**src/design/assert_macros.svh**
```systemverilog
// ---------------------------------------------------------------------------
// assertion macros
// concurrent checks that compile away when SYNTHESIS is defined
// ---------------------------------------------------------------------------
`ifndef ASSERT_MACROS_SVH
`define ASSERT_MACROS_SVH

`ifndef SYNTHESIS
// antecedent implies consequent in the same cycle
`define ASSERT_SAME(label, ante, cons) \
  label: assert property (@(posedge clk) disable iff (!rst_n) (ante) |-> (cons)) \
    else $error("same-cycle check failed");
// antecedent implies consequent in the following cycle
`define ASSERT_NEXT(label, ante, cons) \
  label: assert property (@(posedge clk) disable iff (!rst_n) (ante) |=> (cons)) \
    else $error("next-cycle check failed");
`else
`define ASSERT_SAME(label, ante, cons)
`define ASSERT_NEXT(label, ante, cons)
`endif

`endif

```
**src/design/cpds_pkg.sv**
```systemverilog
`timescale 1ns / 1ps
// ---------------------------------------------------------------------------
// cpds_pkg
// types, fixed-point constants and microcode for the cart-pole step core
// ---------------------------------------------------------------------------
`default_nettype none

package cpds_pkg;

  localparam int WORD_W = 32;
  localparam int FRAC_W = 24;
  localparam int CFG_W  = 31;

  typedef struct packed {
    logic               kind;
    logic               push_right;
    logic signed [31:0] load_position;
    logic signed [31:0] load_velocity;
    logic signed [31:0] load_angle;
    logic signed [31:0] load_angular_rate;
  } in_t;

  typedef struct packed {
    logic signed [31:0] position;
    logic signed [31:0] velocity;
    logic signed [31:0] angle;
    logic signed [31:0] angular_rate;
    logic               terminated;
  } out_t;

  // config register indexes
  typedef enum logic [1:0] {
    REG_FORCE   = 2'd0,
    REG_TAU     = 2'd1,
    REG_POS_LIM = 2'd2,
    REG_ANG_LIM = 2'd3
  } reg_idx_t;

  localparam logic [30:0] RST_FORCE   = 31'd167772160;
  localparam logic [30:0] RST_TAU     = 31'd335544;
  localparam logic [30:0] RST_POS_LIM = 31'd40265318;
  localparam logic [30:0] RST_ANG_LIM = 31'd3513812;

  // physics constants in Q8.24
  localparam logic signed [31:0] K_1_20  = 32'sd838861;
  localparam logic signed [31:0] K_10_11 = 32'sd15252015;
  localparam logic signed [31:0] K_9_8   = 32'sd164416717;
  localparam logic signed [31:0] K_1_11  = 32'sd1525201;
  localparam logic signed [31:0] K_4_3   = 32'sd22369621;
  localparam logic signed [31:0] K_HALF  = 32'sd8388608;
  localparam logic signed [31:0] K_1_22  = 32'sd762601;

  localparam logic signed [31:0] PI_Q      = 32'sd52707179;
  localparam logic signed [31:0] TWO_PI_Q  = 32'sd105414357;
  localparam logic signed [31:0] HALF_PI_Q = 32'sd26353589;
  localparam logic signed [31:0] CORDIC_X0 = 32'sd10188014;
  localparam int                 CORDIC_N  = 24;

  localparam logic signed [31:0] WORD_MAX = 32'sh7fffffff;
  localparam logic signed [31:0] WORD_MIN = 32'sh80000000;

  typedef enum logic [1:0] {
    OP_MUL = 2'd0,
    OP_ADD = 2'd1,
    OP_SUB = 2'd2,
    OP_DIV = 2'd3
  } alu_op_t;

  typedef enum logic [4:0] {
    SRC_RATE, SRC_POS, SRC_VEL, SRC_ANG, SRC_SIN, SRC_COS, SRC_T0, SRC_T1,
    SRC_NUM, SRC_DEN, SRC_THACC, SRC_XACC, SRC_FORCE, SRC_TAU, SRC_K120,
    SRC_K1011, SRC_K98, SRC_K111, SRC_K43, SRC_KHALF, SRC_K122
  } src_t;

  typedef enum logic [3:0] {
    DST_T0, DST_T1, DST_NUM, DST_DEN, DST_THACC, DST_XACC,
    DST_POS, DST_VEL, DST_ANG, DST_RATE
  } dst_t;

  typedef struct packed {
    alu_op_t op;
    src_t    a;
    src_t    b;
    dst_t    d;
  } uop_t;

  localparam logic [4:0] PROG_LAST = 5'd23;

  function automatic logic [31:0] mag32(logic signed [31:0] v);
    return v[31] ? 32'(-v) : 32'(v);
  endfunction

  // atan(2^-i) in Q8.24
  function automatic logic signed [31:0] atan_q(logic [4:0] i);
    logic signed [31:0] a;
    case (i)
      5'd0:  a = 32'sd13176795;
      5'd1:  a = 32'sd7778716;
      5'd2:  a = 32'sd4110060;
      5'd3:  a = 32'sd2086331;
      5'd4:  a = 32'sd1047214;
      5'd5:  a = 32'sd524117;
      5'd6:  a = 32'sd262123;
      5'd7:  a = 32'sd131069;
      5'd8:  a = 32'sd65536;
      5'd9:  a = 32'sd32768;
      5'd10: a = 32'sd16384;
      5'd11: a = 32'sd8192;
      5'd12: a = 32'sd4096;
      5'd13: a = 32'sd2048;
      5'd14: a = 32'sd1024;
      5'd15: a = 32'sd512;
      5'd16: a = 32'sd256;
      5'd17: a = 32'sd128;
      5'd18: a = 32'sd64;
      5'd19: a = 32'sd32;
      5'd20: a = 32'sd16;
      5'd21: a = 32'sd8;
      5'd22: a = 32'sd4;
      5'd23: a = 32'sd2;
      default: a = 32'sd0;
    endcase
    return a;
  endfunction

  // step program after sin/cos are known
  function automatic uop_t ucode(logic [4:0] pc);
    uop_t u;
    case (pc)
      5'd0:  u = '{OP_MUL, SRC_RATE,  SRC_RATE,  DST_T1};
      5'd1:  u = '{OP_MUL, SRC_K120,  SRC_T1,    DST_T1};
      5'd2:  u = '{OP_MUL, SRC_T1,    SRC_SIN,   DST_T0};
      5'd3:  u = '{OP_ADD, SRC_FORCE, SRC_T0,    DST_T0};
      5'd4:  u = '{OP_MUL, SRC_T0,    SRC_K1011, DST_T0};
      5'd5:  u = '{OP_MUL, SRC_K98,   SRC_SIN,   DST_T1};
      5'd6:  u = '{OP_MUL, SRC_COS,   SRC_T0,    DST_NUM};
      5'd7:  u = '{OP_SUB, SRC_T1,    SRC_NUM,   DST_NUM};
      5'd8:  u = '{OP_MUL, SRC_COS,   SRC_COS,   DST_T1};
      5'd9:  u = '{OP_MUL, SRC_K111,  SRC_T1,    DST_T1};
      5'd10: u = '{OP_SUB, SRC_K43,   SRC_T1,    DST_T1};
      5'd11: u = '{OP_MUL, SRC_KHALF, SRC_T1,    DST_DEN};
      5'd12: u = '{OP_DIV, SRC_NUM,   SRC_DEN,   DST_THACC};
      5'd13: u = '{OP_MUL, SRC_K122,  SRC_THACC, DST_T1};
      5'd14: u = '{OP_MUL, SRC_T1,    SRC_COS,   DST_T1};
      5'd15: u = '{OP_SUB, SRC_T0,    SRC_T1,    DST_XACC};
      5'd16: u = '{OP_MUL, SRC_TAU,   SRC_VEL,   DST_T1};
      5'd17: u = '{OP_ADD, SRC_POS,   SRC_T1,    DST_POS};
      5'd18: u = '{OP_MUL, SRC_TAU,   SRC_XACC,  DST_T1};
      5'd19: u = '{OP_ADD, SRC_VEL,   SRC_T1,    DST_VEL};
      5'd20: u = '{OP_MUL, SRC_TAU,   SRC_RATE,  DST_T1};
      5'd21: u = '{OP_ADD, SRC_ANG,   SRC_T1,    DST_ANG};
      5'd22: u = '{OP_MUL, SRC_TAU,   SRC_THACC, DST_T1};
      default: u = '{OP_ADD, SRC_RATE, SRC_T1,   DST_RATE};
    endcase
    return u;
  endfunction

endpackage

`default_nettype wire

```
**src/design/cpds_alu.sv**
```systemverilog
`timescale 1ns / 1ps
// ---------------------------------------------------------------------------
// cpds_alu
// shared multiply / saturating add-subtract unit, Q8.24
// ---------------------------------------------------------------------------
`default_nettype none

module cpds_alu (
  input  wire logic                  clk,
  input  wire cpds_pkg::alu_op_t     op,
  input  wire logic signed [31:0]    opa,
  input  wire logic signed [31:0]    opb,
  output logic signed [31:0]         result
);

  logic [63:0] prod_r;
  logic        neg_r;
  logic [63:0] rnd;
  logic [39:0] shr;
  logic [39:0] lim;
  logic signed [32:0] sum;

  // multiply: registered magnitude product and sign
  always_ff @(posedge clk) begin
    if (op == cpds_pkg::OP_MUL) begin
      prod_r <= 64'(cpds_pkg::mag32(opa)) * 64'(cpds_pkg::mag32(opb));
      neg_r  <= opa[31] ^ opb[31];
    end
  end

  always_comb begin
    rnd = prod_r + (64'd1 << (cpds_pkg::FRAC_W - 1));
    shr = rnd[63:24];
    lim = neg_r ? 40'h0080000000 : 40'h007fffffff;
    sum = '0;
    unique case (op)
      cpds_pkg::OP_MUL: begin
        if (shr > lim) result = neg_r ? cpds_pkg::WORD_MIN : cpds_pkg::WORD_MAX;
        else           result = neg_r ? -$signed(shr[31:0]) : $signed(shr[31:0]);
      end
      cpds_pkg::OP_ADD, cpds_pkg::OP_SUB: begin
        sum = (op == cpds_pkg::OP_ADD) ? (33'(opa) + 33'(opb)) : (33'(opa) - 33'(opb));
        if (sum[32] != sum[31]) result = sum[32] ? cpds_pkg::WORD_MIN : cpds_pkg::WORD_MAX;
        else                    result = sum[31:0];
      end
      cpds_pkg::OP_DIV: result = '0;
    endcase
  end

endmodule

`default_nettype wire

```
**config.mk**
```make
export PLATFORM = sky130hd
export DESIGN_NAME = cpds_alu
export DESIGN_NICKNAME = d
export VERILOG_FILES = /design/src/design/assert_macros.svh /design/src/design/cpds_pkg.sv /design/src/design/cpds_alu.sv
export SDC_FILE = /design/constraint.sdc
export NUM_CORES = 2
export LEC_CHECK = 0
export ABC_AREA = 0
export BUFFER_PORTS_ARGS = -buffer_cell sky130_fd_sc_hd__buf_4
export CORE_MARGIN = 5
export CORE_UTILIZATION = 65
export CTS_CLUSTER_SIZE = 16
export DETAILED_ROUTE_END_ITERATION = 8
export PLACE_DENSITY = 0.87
export SETUP_SLACK_MARGIN = 0.02
export SYNTH_ARGS = -nofsm -noshare
export SYNTH_HDL_FRONTEND = slang
export SYNTH_SLANG_ARGS = --single-unit
```
**constraint.sdc**
```tcl
create_clock -name clk -period 14.7 [get_ports clk]
set_clock_uncertainty 0.2 [all_clocks]
set_input_delay 2.94 -clock clk [delete_from_list [all_inputs] [get_ports clk]]
set_output_delay 2.94 -clock clk [all_outputs]
set_load 0.02 [all_outputs]
```
======== Word level (Yosys, flattened, before mapping) ========
Index checks and enable logic that the tools add are counted.
cells by class
  $lt $le $gt $ge ......................... 1
  muxes and demuxes ....................... 10
  reduce and logical (&&, ||, !) cells .... 2
  $mul .................................... 1
  eq/ne operators ......................... 4
  divide/modulo/power cells ............... 0
  shift-type cells ........................ 0
  add/subtract/negate cells ............... 6
  bitwise operators ....................... 1
operators with widths
  cell                      number
  $mux W32                  8
  $neg A32 Y32              3
  $pmux W32 S3              1
  $add A64 B24 Y64 const B  1
  $mul A32 B32 Y64          1
  $gt A40 B32 Y1            1
  $add A32 B32 Y33          1
  $mux W33                  1
  $sub A32 B32 Y33          1
  $eq A2 B2 Y1 const B      2
  $eq A2 B1 Y1 const B      1
  $logic_not A2 Y1          1
  $reduce_or A2 Y1          1
  $ne A1 B1 Y1              1
  $xor A1 B1 Y1             1
storage, ports and cells
  output and inout bits ................... 32
  memories kept ........................... 0
  ROM bits ................................ 0
  RAM bits ................................ 0
  register bits after elaboration ......... 65
  latch bits .............................. 0
  bits of input ports ..................... 67
  logic and storage cells ................. 27

======== Depth between registers and ports, before layout ========
  depth in word-level cells ............... 5
  mapped depth ............................ 39
  mapped depth without buffers ............ 35

======== Worst setup path before layout ========
OpenSTA, ideal clock, no wires.
  path kind ............................... in2reg
  start ................................... input port opa[0]
  end ..................................... register prod_r[61], data pin
  data required time ...................... 14.234 ns
  path slack .............................. 1.747 ns
  library setup time ...................... 0.266 ns
  data arrival time ....................... 12.487 ns
  stages .................................. 36
  path through ............................ clkbuf_1 inv_1 clkbuf_1 ha_1 nand2b_1 or4_1 or4_1 nand2b_1 or2_2 o41ai_1 xor2_1 clkbuf_1 nor2_1 fa_1 fa_1 inv_1 fa_1 fa_1 inv_1 fa_1 fa_1 fa_1 inv_1 fa_1 inv_1 ha_1 clkbuf_1 nand4_1 or3_1 o32ai_1 a21oi_1 a21oi_1 nor2b_1 a22o_1 o41ai_1 xnor2_1
on the way
  cells in the longest elaborated chain, start to end .. 3
ends and longest elaborated chain
  what                  line            source
  start, declared       cpds_alu.sv:11  input wire logic signed [31:0] opa,
  $neg A32 Y32          cpds_pkg.sv:90  return v[31] ? 32'(-v) : 32'(v);
  $mux W32 (*)          cpds_pkg.sv:90
  $mul A32 B32 Y64 (*)  cpds_alu.sv:26  prod_r <= 64'(cpds_pkg::mag32(opa)) * 64'(cpds_pkg::mag32(opb));
  end signal, assigned  cpds_alu.sv:26
  end, declared         cpds_alu.sv:16  logic [63:0] prod_r;
Every way passes the cells marked *; elsewhere a longest branch is shown, timed or not.
A chain may end at the register's enable or synchronous reset.

======== Worst setup path after layout ========
  start ................................... input port opa[0]
  end ..................................... register prod_r[60], data pin
Same word-level chain as after synthesis.

==> results.sh <==
export IMPL_outcome="complete, but fails checks"
export IMPL_failing_checks="max-capacitance violations, max-slew violations"
export IMPL_synth_area_sq_um=39800
export IMPL_grt_first_pass_wirelength_um=204000
export IMPL_syn_to_final_growth_pct=6.00
export IMPL_htree_num_levels=2
export IMPL_synth_seq_area_share=0.0317
export IMPL_yosys_mux_area_fraction=0.00381
export IMPL_holdBufCountCts=0
export IMPL_drt_iter0_drc=3880
export IMPL_design_core_area_sq_um=60500
export IMPL_cts_repair_resized=0
export IMPL_die_x_um=257
export IMPL_routed_via_count=34300
export IMPL_synth_fp_nets=5988
export IMPL_ys_warnings_count=0
export IMPL_cts_reportedPaths_clkPinSlew_ns=0.07
export IMPL_share_of_synthesized_cell_area_in_full_adder_half_adder_and_majority_cells=0.556
export IMPL_critPathLaunchType="input port"
export IMPL_final_instance_area_sq_um=42100
export IMPL_drt_pass1_iter_count=6
export IMPL_critPathSlowestCell="xor2_2"
export IMPL_timing_max_slew_rel_slack=-0.00347
export IMPL_antenna_found_initial=5
export IMPL_number_of_top_level_design_ports=99
export IMPL_clkSinkCount=42
export IMPL_synth_ff_latch_count=42
export IMPL_post_route_min_period_ns=13.85
export IMPL_setup_tns_ns=0
export IMPL_worst_path_max_fanout=13
export IMPL_synthCells=4693
export IMPL_antenna_violating_nets_post_route=0
export IMPL_hpwl_um=106000
export IMPL_hold_path_cell_count=2
export IMPL_async_flop_share=0
export IMPL_synth_enable_flop_cells=42
export IMPL_grt_start_max_net_pins=68
export IMPL_postCtsSetupBuffers=0
export IMPL_dominant_combinational_cell_family_by_area_after_synthesis="adder cells"
export IMPL_yosys_most_used_dff="edfxtp_1"
export IMPL_vias_per_cell=6.25
export IMPL_gr_total_overflow=0
export IMPL_compound_cell_area_share_of_the_yosys_netlist=0.0779
export IMPL_postSynthAreaPerCell_sq_um=8.47
export IMPL_num_rows=90
export IMPL_wl_per_cell_um=24.0
export IMPL_class_of_the_most_critical_hold_timing_path="in2reg"
export IMPL_yosys_area_share_xor_xnor=0.0546
export IMPL_synthSimpleGateAreaFrac=0.162
export IMPL_clock_tree_root_cell="clkbuf_16"
export IMPL_place_ws_ns=0.780
export IMPL_cts_root_to_sink_buffers=2
export IMPL_drc=0
export IMPL_report_final_slew_viol_count=1
export IMPL_initial_core_util=0.657
export IMPL_hold_path_end="neg_r"
export IMPL_worst_slack_ns=0.850
export IMPL_grt_total_usage=0.400
export IMPL_worst_slew_pin_slew_ns=1.50
export IMPL_critical_path_most_common_cell="fa_1"
export IMPL_timing_critical_path_required_ns=14.54
export IMPL_cts_made_buffers=5
export IMPL_nNetsFinal=5999
export IMPL_cts_tree="done"
export IMPL_hold_violations_final=0
export IMPL_drive_gt1_frac=0.0701
export IMPL_setup_violations=0
export IMPL_fin_crit_sh=0.942
export IMPL_post_synth_num_cell_types=77
export IMPL_die_area_sq_um=66200
export IMPL_crit_type="in2reg"
export IMPL_hold_path_startpoint="opa[31]"
export IMPL_capturing_element_type_of_the_critical_path="flip-flop"
export IMPL_placement_stage_cell_area_sq_um=42000
export IMPL_critPathMaxStageDelay_ns=0.91
export IMPL_die_height_um=257
export IMPL_crit_arrival_ns=13.69
export IMPL_grt_setup_unrepaired="no"
export IMPL_vias_in_the_first_global_route=36300
export IMPL_finalWeightedCongestion=1.11
export IMPL_port_buffers=98
export IMPL_routed_wirelength_um=132000
export IMPL_fmax_mhz=72.2
export IMPL_fill_cells=4621
export IMPL_maxCapViolations=1
-- worst max-delay path, delay by kind of cell --
kind / cells / cell delay [ns]
and+or+nand+nor: 7 / 2.16
AOI/OAI and AO/OA: 7 / 2.13
xor gates and xnor gates: 2 / 1.05
buffers and inverters: 6 / 0.57
adders and majority gates: 10 / 4.83
-- synthesized netlist by cell type (23+ instances only) --
cell / n / area share
a21o_1: 61 / 0.012
a21oi_1: 143 / 0.018
and2_1: 35 / 0.0055
and3_1: 26 / 0.0041
clkbuf_1: 211 / 0.020
edfxtp_1: 42 / 0.032
fa_1: 896 / 0.45
ha_1: 332 / 0.10
inv_1: 970 / 0.092
nand2_1: 560 / 0.053
nand2b_1: 29 / 0.0046
nand3_1: 50 / 0.0063
nand4_1: 35 / 0.0055
nor2_1: 619 / 0.058
nor3_1: 38 / 0.0048
o211ai_1: 23 / 0.0043
o21ai_0: 82 / 0.010
xnor2_1: 120 / 0.026
xor2_1: 128 / 0.028
-- registers in the layout, summed over array words and instances, names as in the netlist --
signal  flops
prod_r     41
neg_r       1
-- stage by stage --
| stage | instances | hold WS (ns) | util |
|---|---|---|---|
| 6_report | 5494 | 3.01 | 0.697 |
| 5_1_grt | 5488 | 3.01 | 0.697 |
| 4_1_cts | 5487 | 2.99 | 0.697 |
| 3_5_place_dp | 5479 | 3.29 | 0.694 |
| 2_1_floorplan | 4693 | 3.36 | - |
| 3_3_place_gp | 5479 | 3.27 | 0.694 |
-- routing by layer --
metal,GRT usage,routed length [um],up-vias
li1,-,-,14300
met1,0.484,43900,16900
met2,0.614,57800,2425
met3,0.142,18600,730
met4,0.255,11600,4
met5,0.00219,57,-
-- placed cells by master (no fill, tap or decap), drive strengths merged, types with 18 or more instances in the layout --
cell	instances
o21ai	89
nor2	620
edfxtp	42
fa	896
nor3	39
nand2	560
a21oi	143
nor4	18
a21o	61
a31oi	20
buf	228
and3	26
o211ai	42
xor2	128
nand2b	29
ha	332
o31ai	18
nand3	50
inv	970
and2	35
nand4	36
xnor2	120
-- cells by family after synthesis --
group	count (synthesis)
AND/OR/NAND/NOR	1494
adder cells (fa/ha/maj)	1231
buffers and inverters	1194
AO/OA/AOI/OAI	469
XOR/XNOR	248
flip-flops	42
multiplexers	15
-- layout make-up --
type	count	area [sq um]	area share
Tap cell	782	978	0.0232
Timing Repair Buffer	228	1720	0.0409
Inverter	970	3640	0.0864
Clock buffer	5	125	0.00297
Multi-Input combinational cell	3457	34400	0.816
Sequential cell	42	1260	0.0299
Antenna cell	7	17.5	0.000416
Clock inverter	3	21.3	0.000505
-- how the worst max path moves through the flow --
stage	end	depth (start not counted)	start
finish	prod_r[60]	32	opa[0]
global route	prod_r[44]	32	opa[0]
CTS	prod_r[60]	32	opa[0]
detailed placement	prod_r[60]	32	opa[0]
global placement	prod_r[61]	32	opa[0]
floorplan	prod_r[61]	36	opa[0]
Power is left out: the tool's default activity adds up to more than one toggle a clock period on the data nets, which glitch-free logic cannot reach.
