File: config.mk
export PLATFORM = sky130hd
export DESIGN_NAME = cpds_cordic
export DESIGN_NICKNAME = d
export VERILOG_FILES = /design/src/design/assert_macros.svh /design/src/design/cpds_pkg.sv /design/src/design/cpds_cordic.sv
export SDC_FILE = /design/constraint.sdc
export NUM_CORES = 1
export LEC_CHECK = 0
export BUFFER_PORTS_ARGS = -buffer_cell sky130_fd_sc_hd__buf_2
export CORE_ASPECT_RATIO = 1.4
export CORE_MARGIN = 5
export CORE_UTILIZATION = 55
export CTS_CLUSTER_SIZE = 8
export DETAILED_ROUTE_END_ITERATION = 10
export MAX_ROUTING_LAYER = met4
export PLACE_DENSITY = 0.72
export SLEW_MARGIN = 20
export SYNTH_ARGS = -nofsm -noshare
export SYNTH_HDL_FRONTEND = slang
export SYNTH_SLANG_ARGS = --single-unit
File: constraint.sdc
create_clock -name clk -period 13.3 [get_ports clk]
set_input_delay 1.33 -clock clk [delete_from_list [all_inputs] [get_ports clk]]
set_output_delay 1.33 -clock clk [all_outputs]
set_load 0.01 [all_outputs]
File: src/design/assert_macros.svh
// ---------------------------------------------------------------------------
// assertion macros
// concurrent checks that compile away when SYNTHESIS is defined
// ---------------------------------------------------------------------------
`ifndef ASSERT_MACROS_SVH
`define ASSERT_MACROS_SVH

`ifndef SYNTHESIS
// antecedent implies consequent in the same cycle
`define ASSERT_SAME(label, ante, cons) \
  label: assert property (@(posedge clk) disable iff (!rst_n) (ante) |-> (cons)) \
    else $error("same-cycle check failed");
// antecedent implies consequent in the following cycle
`define ASSERT_NEXT(label, ante, cons) \
  label: assert property (@(posedge clk) disable iff (!rst_n) (ante) |=> (cons)) \
    else $error("next-cycle check failed");
`else
`define ASSERT_SAME(label, ante, cons)
`define ASSERT_NEXT(label, ante, cons)
`endif

`endif

File: src/design/cpds_pkg.sv
`timescale 1ns / 1ps
// ---------------------------------------------------------------------------
// cpds_pkg
// types, fixed-point constants and microcode for the cart-pole step core
// ---------------------------------------------------------------------------
`default_nettype none

package cpds_pkg;

  localparam int WORD_W = 32;
  localparam int FRAC_W = 24;
  localparam int CFG_W  = 31;

  typedef struct packed {
    logic               kind;
    logic               push_right;
    logic signed [31:0] load_position;
    logic signed [31:0] load_velocity;
    logic signed [31:0] load_angle;
    logic signed [31:0] load_angular_rate;
  } in_t;

  typedef struct packed {
    logic signed [31:0] position;
    logic signed [31:0] velocity;
    logic signed [31:0] angle;
    logic signed [31:0] angular_rate;
    logic               terminated;
  } out_t;

  // config register indexes
  typedef enum logic [1:0] {
    REG_FORCE   = 2'd0,
    REG_TAU     = 2'd1,
    REG_POS_LIM = 2'd2,
    REG_ANG_LIM = 2'd3
  } reg_idx_t;

  localparam logic [30:0] RST_FORCE   = 31'd167772160;
  localparam logic [30:0] RST_TAU     = 31'd335544;
  localparam logic [30:0] RST_POS_LIM = 31'd40265318;
  localparam logic [30:0] RST_ANG_LIM = 31'd3513812;

  // physics constants in Q8.24
  localparam logic signed [31:0] K_1_20  = 32'sd838861;
  localparam logic signed [31:0] K_10_11 = 32'sd15252015;
  localparam logic signed [31:0] K_9_8   = 32'sd164416717;
  localparam logic signed [31:0] K_1_11  = 32'sd1525201;
  localparam logic signed [31:0] K_4_3   = 32'sd22369621;
  localparam logic signed [31:0] K_HALF  = 32'sd8388608;
  localparam logic signed [31:0] K_1_22  = 32'sd762601;

  localparam logic signed [31:0] PI_Q      = 32'sd52707179;
  localparam logic signed [31:0] TWO_PI_Q  = 32'sd105414357;
  localparam logic signed [31:0] HALF_PI_Q = 32'sd26353589;
  localparam logic signed [31:0] CORDIC_X0 = 32'sd10188014;
  localparam int                 CORDIC_N  = 24;

  localparam logic signed [31:0] WORD_MAX = 32'sh7fffffff;
  localparam logic signed [31:0] WORD_MIN = 32'sh80000000;

  typedef enum logic [1:0] {
    OP_MUL = 2'd0,
    OP_ADD = 2'd1,
    OP_SUB = 2'd2,
    OP_DIV = 2'd3
  } alu_op_t;

  typedef enum logic [4:0] {
    SRC_RATE, SRC_POS, SRC_VEL, SRC_ANG, SRC_SIN, SRC_COS, SRC_T0, SRC_T1,
    SRC_NUM, SRC_DEN, SRC_THACC, SRC_XACC, SRC_FORCE, SRC_TAU, SRC_K120,
    SRC_K1011, SRC_K98, SRC_K111, SRC_K43, SRC_KHALF, SRC_K122
  } src_t;

  typedef enum logic [3:0] {
    DST_T0, DST_T1, DST_NUM, DST_DEN, DST_THACC, DST_XACC,
    DST_POS, DST_VEL, DST_ANG, DST_RATE
  } dst_t;

  typedef struct packed {
    alu_op_t op;
    src_t    a;
    src_t    b;
    dst_t    d;
  } uop_t;

  localparam logic [4:0] PROG_LAST = 5'd23;

  function automatic logic [31:0] mag32(logic signed [31:0] v);
    return v[31] ? 32'(-v) : 32'(v);
  endfunction

  // atan(2^-i) in Q8.24
  function automatic logic signed [31:0] atan_q(logic [4:0] i);
    logic signed [31:0] a;
    case (i)
      5'd0:  a = 32'sd13176795;
      5'd1:  a = 32'sd7778716;
      5'd2:  a = 32'sd4110060;
      5'd3:  a = 32'sd2086331;
      5'd4:  a = 32'sd1047214;
      5'd5:  a = 32'sd524117;
      5'd6:  a = 32'sd262123;
      5'd7:  a = 32'sd131069;
      5'd8:  a = 32'sd65536;
      5'd9:  a = 32'sd32768;
      5'd10: a = 32'sd16384;
      5'd11: a = 32'sd8192;
      5'd12: a = 32'sd4096;
      5'd13: a = 32'sd2048;
      5'd14: a = 32'sd1024;
      5'd15: a = 32'sd512;
      5'd16: a = 32'sd256;
      5'd17: a = 32'sd128;
      5'd18: a = 32'sd64;
      5'd19: a = 32'sd32;
      5'd20: a = 32'sd16;
      5'd21: a = 32'sd8;
      5'd22: a = 32'sd4;
      5'd23: a = 32'sd2;
      default: a = 32'sd0;
    endcase
    return a;
  endfunction

  // step program after sin/cos are known
  function automatic uop_t ucode(logic [4:0] pc);
    uop_t u;
    case (pc)
      5'd0:  u = '{OP_MUL, SRC_RATE,  SRC_RATE,  DST_T1};
      5'd1:  u = '{OP_MUL, SRC_K120,  SRC_T1,    DST_T1};
      5'd2:  u = '{OP_MUL, SRC_T1,    SRC_SIN,   DST_T0};
      5'd3:  u = '{OP_ADD, SRC_FORCE, SRC_T0,    DST_T0};
      5'd4:  u = '{OP_MUL, SRC_T0,    SRC_K1011, DST_T0};
      5'd5:  u = '{OP_MUL, SRC_K98,   SRC_SIN,   DST_T1};
      5'd6:  u = '{OP_MUL, SRC_COS,   SRC_T0,    DST_NUM};
      5'd7:  u = '{OP_SUB, SRC_T1,    SRC_NUM,   DST_NUM};
      5'd8:  u = '{OP_MUL, SRC_COS,   SRC_COS,   DST_T1};
      5'd9:  u = '{OP_MUL, SRC_K111,  SRC_T1,    DST_T1};
      5'd10: u = '{OP_SUB, SRC_K43,   SRC_T1,    DST_T1};
      5'd11: u = '{OP_MUL, SRC_KHALF, SRC_T1,    DST_DEN};
      5'd12: u = '{OP_DIV, SRC_NUM,   SRC_DEN,   DST_THACC};
      5'd13: u = '{OP_MUL, SRC_K122,  SRC_THACC, DST_T1};
      5'd14: u = '{OP_MUL, SRC_T1,    SRC_COS,   DST_T1};
      5'd15: u = '{OP_SUB, SRC_T0,    SRC_T1,    DST_XACC};
      5'd16: u = '{OP_MUL, SRC_TAU,   SRC_VEL,   DST_T1};
      5'd17: u = '{OP_ADD, SRC_POS,   SRC_T1,    DST_POS};
      5'd18: u = '{OP_MUL, SRC_TAU,   SRC_XACC,  DST_T1};
      5'd19: u = '{OP_ADD, SRC_VEL,   SRC_T1,    DST_VEL};
      5'd20: u = '{OP_MUL, SRC_TAU,   SRC_RATE,  DST_T1};
      5'd21: u = '{OP_ADD, SRC_ANG,   SRC_T1,    DST_ANG};
      5'd22: u = '{OP_MUL, SRC_TAU,   SRC_THACC, DST_T1};
      default: u = '{OP_ADD, SRC_RATE, SRC_T1,   DST_RATE};
    endcase
    return u;
  endfunction

endpackage

`default_nettype wire

File: src/design/cpds_cordic.sv
`timescale 1ns / 1ps
// ---------------------------------------------------------------------------
// cpds_cordic
// angle reduction and 24-step rotation-mode sine/cosine
// ---------------------------------------------------------------------------
`default_nettype none

module cpds_cordic (
  input  wire logic               clk,
  input  wire logic               rst_n,
  input  wire logic               start,
  input  wire logic signed [31:0] theta,
  output logic                    busy,
  output logic                    done,
  output logic signed [31:0]      sin_q,
  output logic signed [31:0]      cos_q
);

  typedef enum logic [4:0] {
    C_IDLE = 5'b00001,
    C_MOD  = 5'b00010,
    C_WRAP = 5'b00100,
    C_FOLD = 5'b01000,
    C_ITER = 5'b10000
  } cstate_t;

  cstate_t     state_r, state_nxt;
  logic [2:0]  k_r;
  logic [4:0]  i_r;
  logic [31:0] zmag_r;
  logic        zneg_r;
  logic        flip_r;
  logic        done_r;
  logic signed [31:0] z_r, x_r, y_r, sin_r, cos_r;

  logic [31:0] sub_val;
  logic [31:0] zmag_nxt;
  logic signed [31:0] xs, ys, nx, ny, nz, ang;

  always_comb begin
    sub_val  = 32'(cpds_pkg::TWO_PI_Q) << k_r;
    zmag_nxt = (zmag_r >= sub_val) ? zmag_r - sub_val : zmag_r;
    xs  = x_r >>> i_r;
    ys  = y_r >>> i_r;
    ang = cpds_pkg::atan_q(i_r);
    if (!z_r[31]) begin
      nx = x_r - ys; ny = y_r + xs; nz = z_r - ang;
    end else begin
      nx = x_r + ys; ny = y_r - xs; nz = z_r + ang;
    end
  end

  always_comb begin
    state_nxt = state_r;
    unique case (state_r)
      C_IDLE: if (start) state_nxt = C_MOD;
      C_MOD:  if (k_r == '0) state_nxt = C_WRAP;
      C_WRAP: state_nxt = C_FOLD;
      C_FOLD: state_nxt = C_ITER;
      C_ITER: if (i_r == 5'(cpds_pkg::CORDIC_N - 1)) state_nxt = C_IDLE;
    endcase
  end

  always_ff @(posedge clk) begin
    if (!rst_n) begin
      state_r <= C_IDLE;
      done_r  <= 1'b0;
    end else begin
      state_r <= state_nxt;
      done_r  <= (state_r == C_ITER) && (i_r == 5'(cpds_pkg::CORDIC_N - 1));
    end
  end

  always_ff @(posedge clk) begin
    unique case (state_r)
      C_IDLE: begin
        zmag_r <= cpds_pkg::mag32(theta);
        zneg_r <= theta[31];
        k_r    <= 3'd4;
      end
      C_MOD: begin
        zmag_r <= zmag_nxt;
        k_r    <= k_r - 3'd1;
        // remainder keeps the dividend's sign
        if (k_r == '0) z_r <= zneg_r ? -$signed(zmag_nxt) : $signed(zmag_nxt);
      end
      C_WRAP: begin
        if (z_r > cpds_pkg::PI_Q)       z_r <= z_r - cpds_pkg::TWO_PI_Q;
        else if (z_r < -cpds_pkg::PI_Q) z_r <= z_r + cpds_pkg::TWO_PI_Q;
      end
      C_FOLD: begin
        flip_r <= 1'b0;
        x_r    <= cpds_pkg::CORDIC_X0;
        y_r    <= '0;
        i_r    <= '0;
        if (z_r > cpds_pkg::HALF_PI_Q) begin
          z_r <= cpds_pkg::PI_Q - z_r; flip_r <= 1'b1;
        end else if (z_r < -cpds_pkg::HALF_PI_Q) begin
          z_r <= -cpds_pkg::PI_Q - z_r; flip_r <= 1'b1;
        end
      end
      C_ITER: begin
        x_r <= nx;
        y_r <= ny;
        z_r <= nz;
        i_r <= i_r + 5'd1;
        if (i_r == 5'(cpds_pkg::CORDIC_N - 1)) begin
          sin_r <= ny;
          cos_r <= flip_r ? -nx : nx;
        end
      end
    endcase
  end

  assign busy  = state_r != C_IDLE;
  assign done  = done_r;
  assign sin_q = sin_r;
  assign cos_q = cos_r;

endmodule

`default_nettype wire

# After elaboration in Yosys (flattened, before gate mapping)
# Memory sizes are Yosys's and may differ from the RTL's. A register that Yosys moved wholly into a read port is not among the register bits.
# Index checks and enable logic that the tools add are counted.
classes:
  eq_ne: 12
  n_lt_le_gt_ge: 5
  bitwise: 0
  n_mux: 24
  shifts: 3
  reduce_logical: 8
  n_mul: 0
  div: 0
  addsub: 16
op_table:
  columns: ["op", "count"]
  rows:
  - ["32-bit two-way mux", 12]
  - ["32-bit case mux with 2 select lines", 3]
  - ["32-bit case mux with 4 select lines", 1]
  - ["32-bit subtractor", 4]
  - ["32-bit adder", 3]
  - ["32-bit negation", 3]
  - ["32-bit by 5-bit >>> shifter with 32-bit output", 2]
  - ["27-bit by 32-bit subtractor with 32-bit output (first input constant)", 2]
  - ["32-bit by 28-bit adder with 32-bit output (second input constant)", 1]
  - ["32-bit >= comparator", 1]
  - ["32-bit by 26-bit greater-than comparator with 1-bit output (second input constant)", 1]
  - ["32-bit by 27-bit greater-than comparator with 1-bit output (second input constant)", 1]
  - ["32-bit by 26-bit less-than comparator with 1-bit output (second input constant)", 1]
  - ["32-bit by 27-bit less-than comparator with 1-bit output (second input constant)", 1]
  - ["27-bit by 3-bit left shift with 32-bit output (first input constant)", 1]
  - ["32-bit by 28-bit subtractor with 32-bit output (second input constant)", 1]
  - ["5-bit case mux with 5 select lines", 1]
  - ["5-bit two-way mux", 4]
  - ["5-bit == test (second input constant)", 2]
  - ["5-bit case mux with 2 select lines", 1]
  - ["2-bit inequality test (second input constant)", 3]
  - ["3-bit inequality test (second input constant)", 2]
  - ["3-bit case mux with 2 select lines", 1]
  - ["5-bit by 1-bit adder with 5-bit output (second input constant)", 1]
  - ["14 further kinds", 15]
word_totals:
  ff_bits: 208
  mem_bits_ro: 768
  latchBits: 0
  output_inout_bits: 66
  inputBits: 35
  ram_bits: 0
  mem_count: 1
memory_table:
  columns: ["memory", "depth", "width", "rd", "rd_clocked_by_memory_dff", "write_ports", "line", "rtl"]
  rows:
  - ["(name not given)", 32, 24, 1, 1, 0, "cpds_pkg.sv:96", "case (i)"]

# Depth between registers and ports, before layout
logic_depth:
  word_depth: 7
  ltp_mapped: 28

# Worst setup path before layout
# OpenSTA, ideal clock, no wires.
synth_timing:
  path_kind: "register to register"
  start: "register z_r[10]"
  end: "register z_r[0], enable pin"
  setup_ns: 0.594
  synth_period_minus_slack_ns: 7.950
  path_stages_with_launch: 10
  required_time_ns: 12.706
  arrival_ns: 7.356
  setup_slack_ns: 5.350
  path_cell_list: "edfxtp_1 or4_1 nor3_1 nand2_1 a31o_2 a31oi_1 o21ai_0 o21ai_0 a211oi_1 a2111oi_0"
synth_between:
  elab_chain_cells: 3
  word_cells_on_any_way: 7
  classes_between: "order compare: 4; eq/ne: 2; reduce/logical: 1"
synth_lines:
  columns: ["item", "line", "rtl"]
  rows:
  - ["start: declaration", "cpds_cordic.sv:34", "logic signed [31:0] z_r, x_r, y_r, sin_r, cos_r;"]
  - ["start signal: assignment", "cpds_cordic.sv:85", "if (k_r == '0) z_r <= zneg_r ? -$signed(zmag_nxt) : $signed(zmag_nxt);"]
  - ["start signal: assignment", "cpds_cordic.sv:88", "if (z_r > cpds_pkg::PI_Q) z_r <= z_r - cpds_pkg::TWO_PI_Q;"]
  - ["start signal: assignment", "cpds_cordic.sv:89", "else if (z_r < -cpds_pkg::PI_Q) z_r <= z_r + cpds_pkg::TWO_PI_Q;"]
  - ["32-bit by 26-bit greater-than comparator with 1-bit output (tied with other cells)", "cpds_cordic.sv:96", "if (z_r > cpds_pkg::HALF_PI_Q) begin"]
  - ["3-bit inequality test (no line)", null, null]
  - ["4-bit AND reduction (no line) (*)", null, null]
# Every way passes the cells marked *; elsewhere a longest branch is shown, timed or not.
# A chain may end at the register's enable or synchronous reset.

# Worst setup path in the final report
layout_timing:
  start: "register i_r[1]"
  end: "register cos_r[31] (netlist: cos_q[31]), data pin"
layout_between:
  elab_chain_cells: 5
  word_cells_on_any_way: 6
  classes_between: "add/sub: 3; shift: 1; mux: 2"
layout_lines:
  columns: ["item", "line", "rtl"]
  rows:
  - ["start: declaration", "cpds_cordic.sv:29", "logic [4:0] i_r;"]
  - ["start signal: assignment", "cpds_cordic.sv:106", "i_r <= i_r + 5'd1;"]
  - ["32-bit by 5-bit >>> shifter with 32-bit output (*)", "cpds_cordic.sv:44", "ys = y_r >>> i_r;"]
  - ["32-bit subtractor / 32-bit adder (equally long branches)", "cpds_cordic.sv:47, cpds_cordic.sv:49", null]
  - ["32-bit two-way mux (*)", "cpds_cordic.sv:46", "if (!z_r[31]) begin"]
  - ["32-bit negation", "cpds_cordic.sv:109", "cos_r <= flip_r ? -nx : nx;"]
  - ["32-bit two-way mux (*)", "cpds_cordic.sv:109", null]
  - ["end signal: assignment", "cpds_cordic.sv:109", null]
  - ["end: declaration", "cpds_cordic.sv:34", null]
# Marked as above.

==> out/results.txt <==
Before antenna repair, the detailed router went through 5 iterations. The tools report the endpoint with the worst hold slack as k_r[2]. The worst hold path begins at state_r[1].

The H-tree depth reported by CTS is 2, and the post-detailed-route wirelength per cell is 23.6 µm. The initial standard-cell utilization of the core is 0.555. In the final timing run, aggregate negative setup slack is 0 ns. Setup repair after global routing left no endpoint under its margin. The run finished with clean final reports. Hold violation count in the final report: 0. Ranked by total cell area, the synthesized netlist is headed by edfxtp_1, ha_1, mux4_2.

Final global-route overflow total: 0. The tools report the number of cells in the finished layout apart from fillers as 3615. The logs give 0 for the initial antenna violation count and 3 for the number of buffers on the longest clock path.

After the first detailed-routing iteration, the DRC count stood at 1338. The critical path endpoint category is a flop. The fraction of power consumed by combinational cells was 0.639; the highest ir drop seen on vdd was 0.108 mV. Setup violations remaining at the end of the flow were counted as 0. For this run, the slowest stage of the critical path takes 0.99 ns. At the end of routability-driven placement, the weighted congestion stood at 0.991. The area added between synthesis and finish was 6.73%; the endpoint required time on the critical path was 13.58 ns. For this design the ratio of total power to cell area is 203 nW/µm². In this run, synthesis inferred 202 flip-flops with an integrated enable.

The worst setup skew after layout was 0.0117 ns; the number of storage elements in the synthesis netlist was 232. The worst register-to-register path begins at i_r[1]. The internal cell power was 0.00289 W. For the sequential fraction of the synthesis area, the log shows 0.261.

The max-cap check violation count is 0. The number of cells on the worst reg-to-reg path is 25. The maximum number of pins on one net before global-route repair is 86. Across all layers, the routed design uses 23933 vias. After floorplanning, the core was sized to cover 46100 µm². Warning count from the yosys run: 0.

The count of cells along the worst hold path is 1, and the number of buffers inserted by port buffering is 100. Summing every instance area after synthesis gives 25600 µm². The floorplan has 93 rows. In the final design database the tool counted 3170 nets. The worst setup path is launched from a flop. In this run the cell area measured after placement is 26300 µm². The largest individual stage delay along the critical path comes from the cell edfxtp_1. Of all cell types, the one taking the most synthesized area is edfxtp_1. The clock transition at the registers of the reported paths is 0.05 ns, and the number of global-route vias before repair is 23878. Of all nets on the critical path, the largest fanout is 58. The clock period could shrink to 7.99 ns.

Worst hold slack: 0.598 ns. After detailed routing, the number of remaining DRC violations is 0. For this design, the sink count on the clock tree is 232.

In this design, the critical path's most frequently occurring cell is o21ai_0. The tools report the number of slew-limit violations in the final report as 0. In this run the vertical extent of the chip is 265 µm. The most used flip-flop cell after synthesis is edfxtp_1. In the routed layout, each cell is associated on average with a via count of 6.62. The run gives 4175 as the layout filler cell count. The critical path starts at i_r[1]. For the setup slack of the most critical reg-to-reg path, the log shows 5.31 ns.

The most common cell in the synthesized netlist is nor2_1. Synthesis produced a netlist with a net count of 3166. The clock insertion delay at the later pin of the skew report was 0.54 ns. Overall fraction of global-route tracks in use: 0.336. TritonCTS built the clock tree. The share of synthesized flip-flops with an asynchronous set or reset is 0, and the number of buffers inserted for hold repair after clock tree synthesis is 0. The analysis attributes to cell leakage a power of 10.3 nW.

Once the clock tree was built, the resizer swapped 0 gates to a different size. The slew at the pin closest to its max-slew limit is 1.03 ns, and the finished layout cell area is 27300 µm². STA puts the critical path data arrival time at 8.26 ns. The critical path in this run is classified as flop to flop. Once placement completed, the tool counted placed cells totaling 3559. The final worst-path cycle share came out at 0.600.

For the number of ports placed on the die boundary, the log shows 101. By count the netlist is led by nor2_1, nand2_1, a21oi_1. The final critical-path setup slack came out at 5.31 ns.

The path class of the tightest hold or removal check is flop to flop. For the relative contribution of sequential cells to total power, the log shows 0.207. In this run the critical register-to-register path is captured at cos_q[31]. The share of total power consumed by net switching works out to 0.478. The tools report the worst max-slew margin expressed relative to the limit as 0.311. The die covers 51000 µm². The buffer type at the clock tree root is clkbuf_16. Fraction of final layout cells with drive strength greater than 1: 0.110. TritonCTS created 35 clock buffers.

HPWL after detailed placement: 66.9 mm. Area share of the largest cell type after synthesis: 0.237. The number of different library cells used by synthesis comes to 104. The pre-CTS setup slack is 5.44 ns, and the peak clock frequency supported by timing is 0.125 GHz. The number of nets with antenna violations after routing came out at 0. The per-instance average area after synthesis works out to 8.60 µm². The run gives 85.5 mm as the final routed wirelength across all metal layers.

The synthesized instance count is 2975, and the first-pass GRT wire length is 132 mm. The clock group share of total power came out at 0.154. The repair_antennas step left the layout with diodes totalling 0.

The post-CTS repair timing setup buffer count was 0; the floorplan die width was 192 µm. The net switching power figure was 0.00265 W.
[cell type report]
class	count	area, µm²	share of cell area
multi-input cells	2482	17800	0.651
clock buffers	55	1000	0.0367
well taps	617	772	0.0283
clock inverters	1	5.00	0.000183
inverters	99	372	0.0136
flip-flops and latches	232	6670	0.244
repair buffers	129	718	0.0263
[logic make-up (layout without fill, tap and decap cells)]
kind of cell,Yosys count,in the layout,share of synthesized area
buffers and inverters,261,284,0.0456
xor gates and xnor gates,281,281,0.0962
and+or+nand+nor,1012,1012,0.194
adders and majority gates,156,156,0.0775
DFF,232,232,0.261
AOI/OAI and AO/OA,859,859,0.216
muxes,174,174,0.109
[power groups by stage]
stage | Combinational [W] | Clock (W) | Sequential, W
6_report | 0.00354 | 0.000851 | 0.00115
5_1_grt | 0.00386 | 0.000893 | 0.00116
4_1_cts | 0.00349 | 0.000864 | 0.00114
3_5_place_dp | 0.00347 | 0 | 0.00115
2_1_floorplan | 0.00271 | 0 | 0.00108
3_3_place_gp | 0.00340 | 0 | 0.00115
[registers in the layout (all words and copies together) (netlist names)]
name and flops:
z_r 32, i_r 5, sin_q 32, zmag_r 32, zneg_r 1, x_r 32
ang 24, k_r 3, done 1, cos_q 32, state_r 5, y_r 32
flip_r 1
[placed cells by master, fill, tap and decap left out, types with 31 or more instances in the layout]
| cell | n |
|---|---|
| clkbuf_16 | 37 |
| buf_2 | 100 |
| a21o_1 | 52 |
| mux2_2 | 35 |
| a211oi_1 | 34 |
| mux2i_1 | 59 |
| xnor2_1 | 186 |
| nand2b_1 | 36 |
| nor2_1 | 287 |
| nand3_1 | 55 |
| a31oi_1 | 51 |
| mux4_2 | 73 |
| a21oi_1 | 224 |
| nor3_1 | 72 |
| xor2_1 | 95 |
| ha_1 | 152 |
| inv_1 | 93 |
| and2_1 | 68 |
| nor2b_1 | 34 |
| nand2_1 | 278 |
| o21ai_0 | 206 |
| o21a_1 | 31 |
| o31ai_1 | 31 |
| edfxtp_1 | 202 |
[how the worst max path moves through the flow]
stage / endpoint / cells after the start
after floorplan: z_r[0] / 9
after global placement: cos_q[31] / 25
after detailed placement: cos_q[31] / 24
after CTS: cos_q[31] / 24
after global routing: cos_q[31] / 25
final: cos_q[31] / 25
[stage by stage]
stage / total power [W] / util
2_1_floorplan: 0.00379 / -
3_3_place_gp: 0.00455 / 0.571
3_5_place_dp: 0.00462 / 0.571
4_1_cts: 0.00550 / 0.592
5_1_grt: 0.00591 / 0.593
6_report: 0.00554 / 0.593
[worst max-delay path, delay by kind of cell (launching register included)]
kind | cells | cell delay (ns)
AND/OR/NAND/NOR | 6 | 0.95
multiplexers | 2 | 0.86
XOR/XNOR | 3 | 0.62
buffers and inverters | 3 | 1.05
adder cells (fa/ha/maj) | 2 | 0.52
flip-flops | 1 | 0.99
AO/OA/AOI/OAI | 9 | 2.67
[layer usage]
| metal | up-vias | share of wire | global-route usage |
|---|---|---|---|
| li1 | 11141 | - | - |
| met1 | 11541 | 0.34 | 0.327 |
| met2 | 929 | 0.54 | 0.623 |
| met3 | 322 | 0.043 | 0.0360 |
| met4 | 0 | 0.077 | 0.219 |
| met5 | - | 0 | - |
Note: power is estimated with default switching activity, not from simulation.
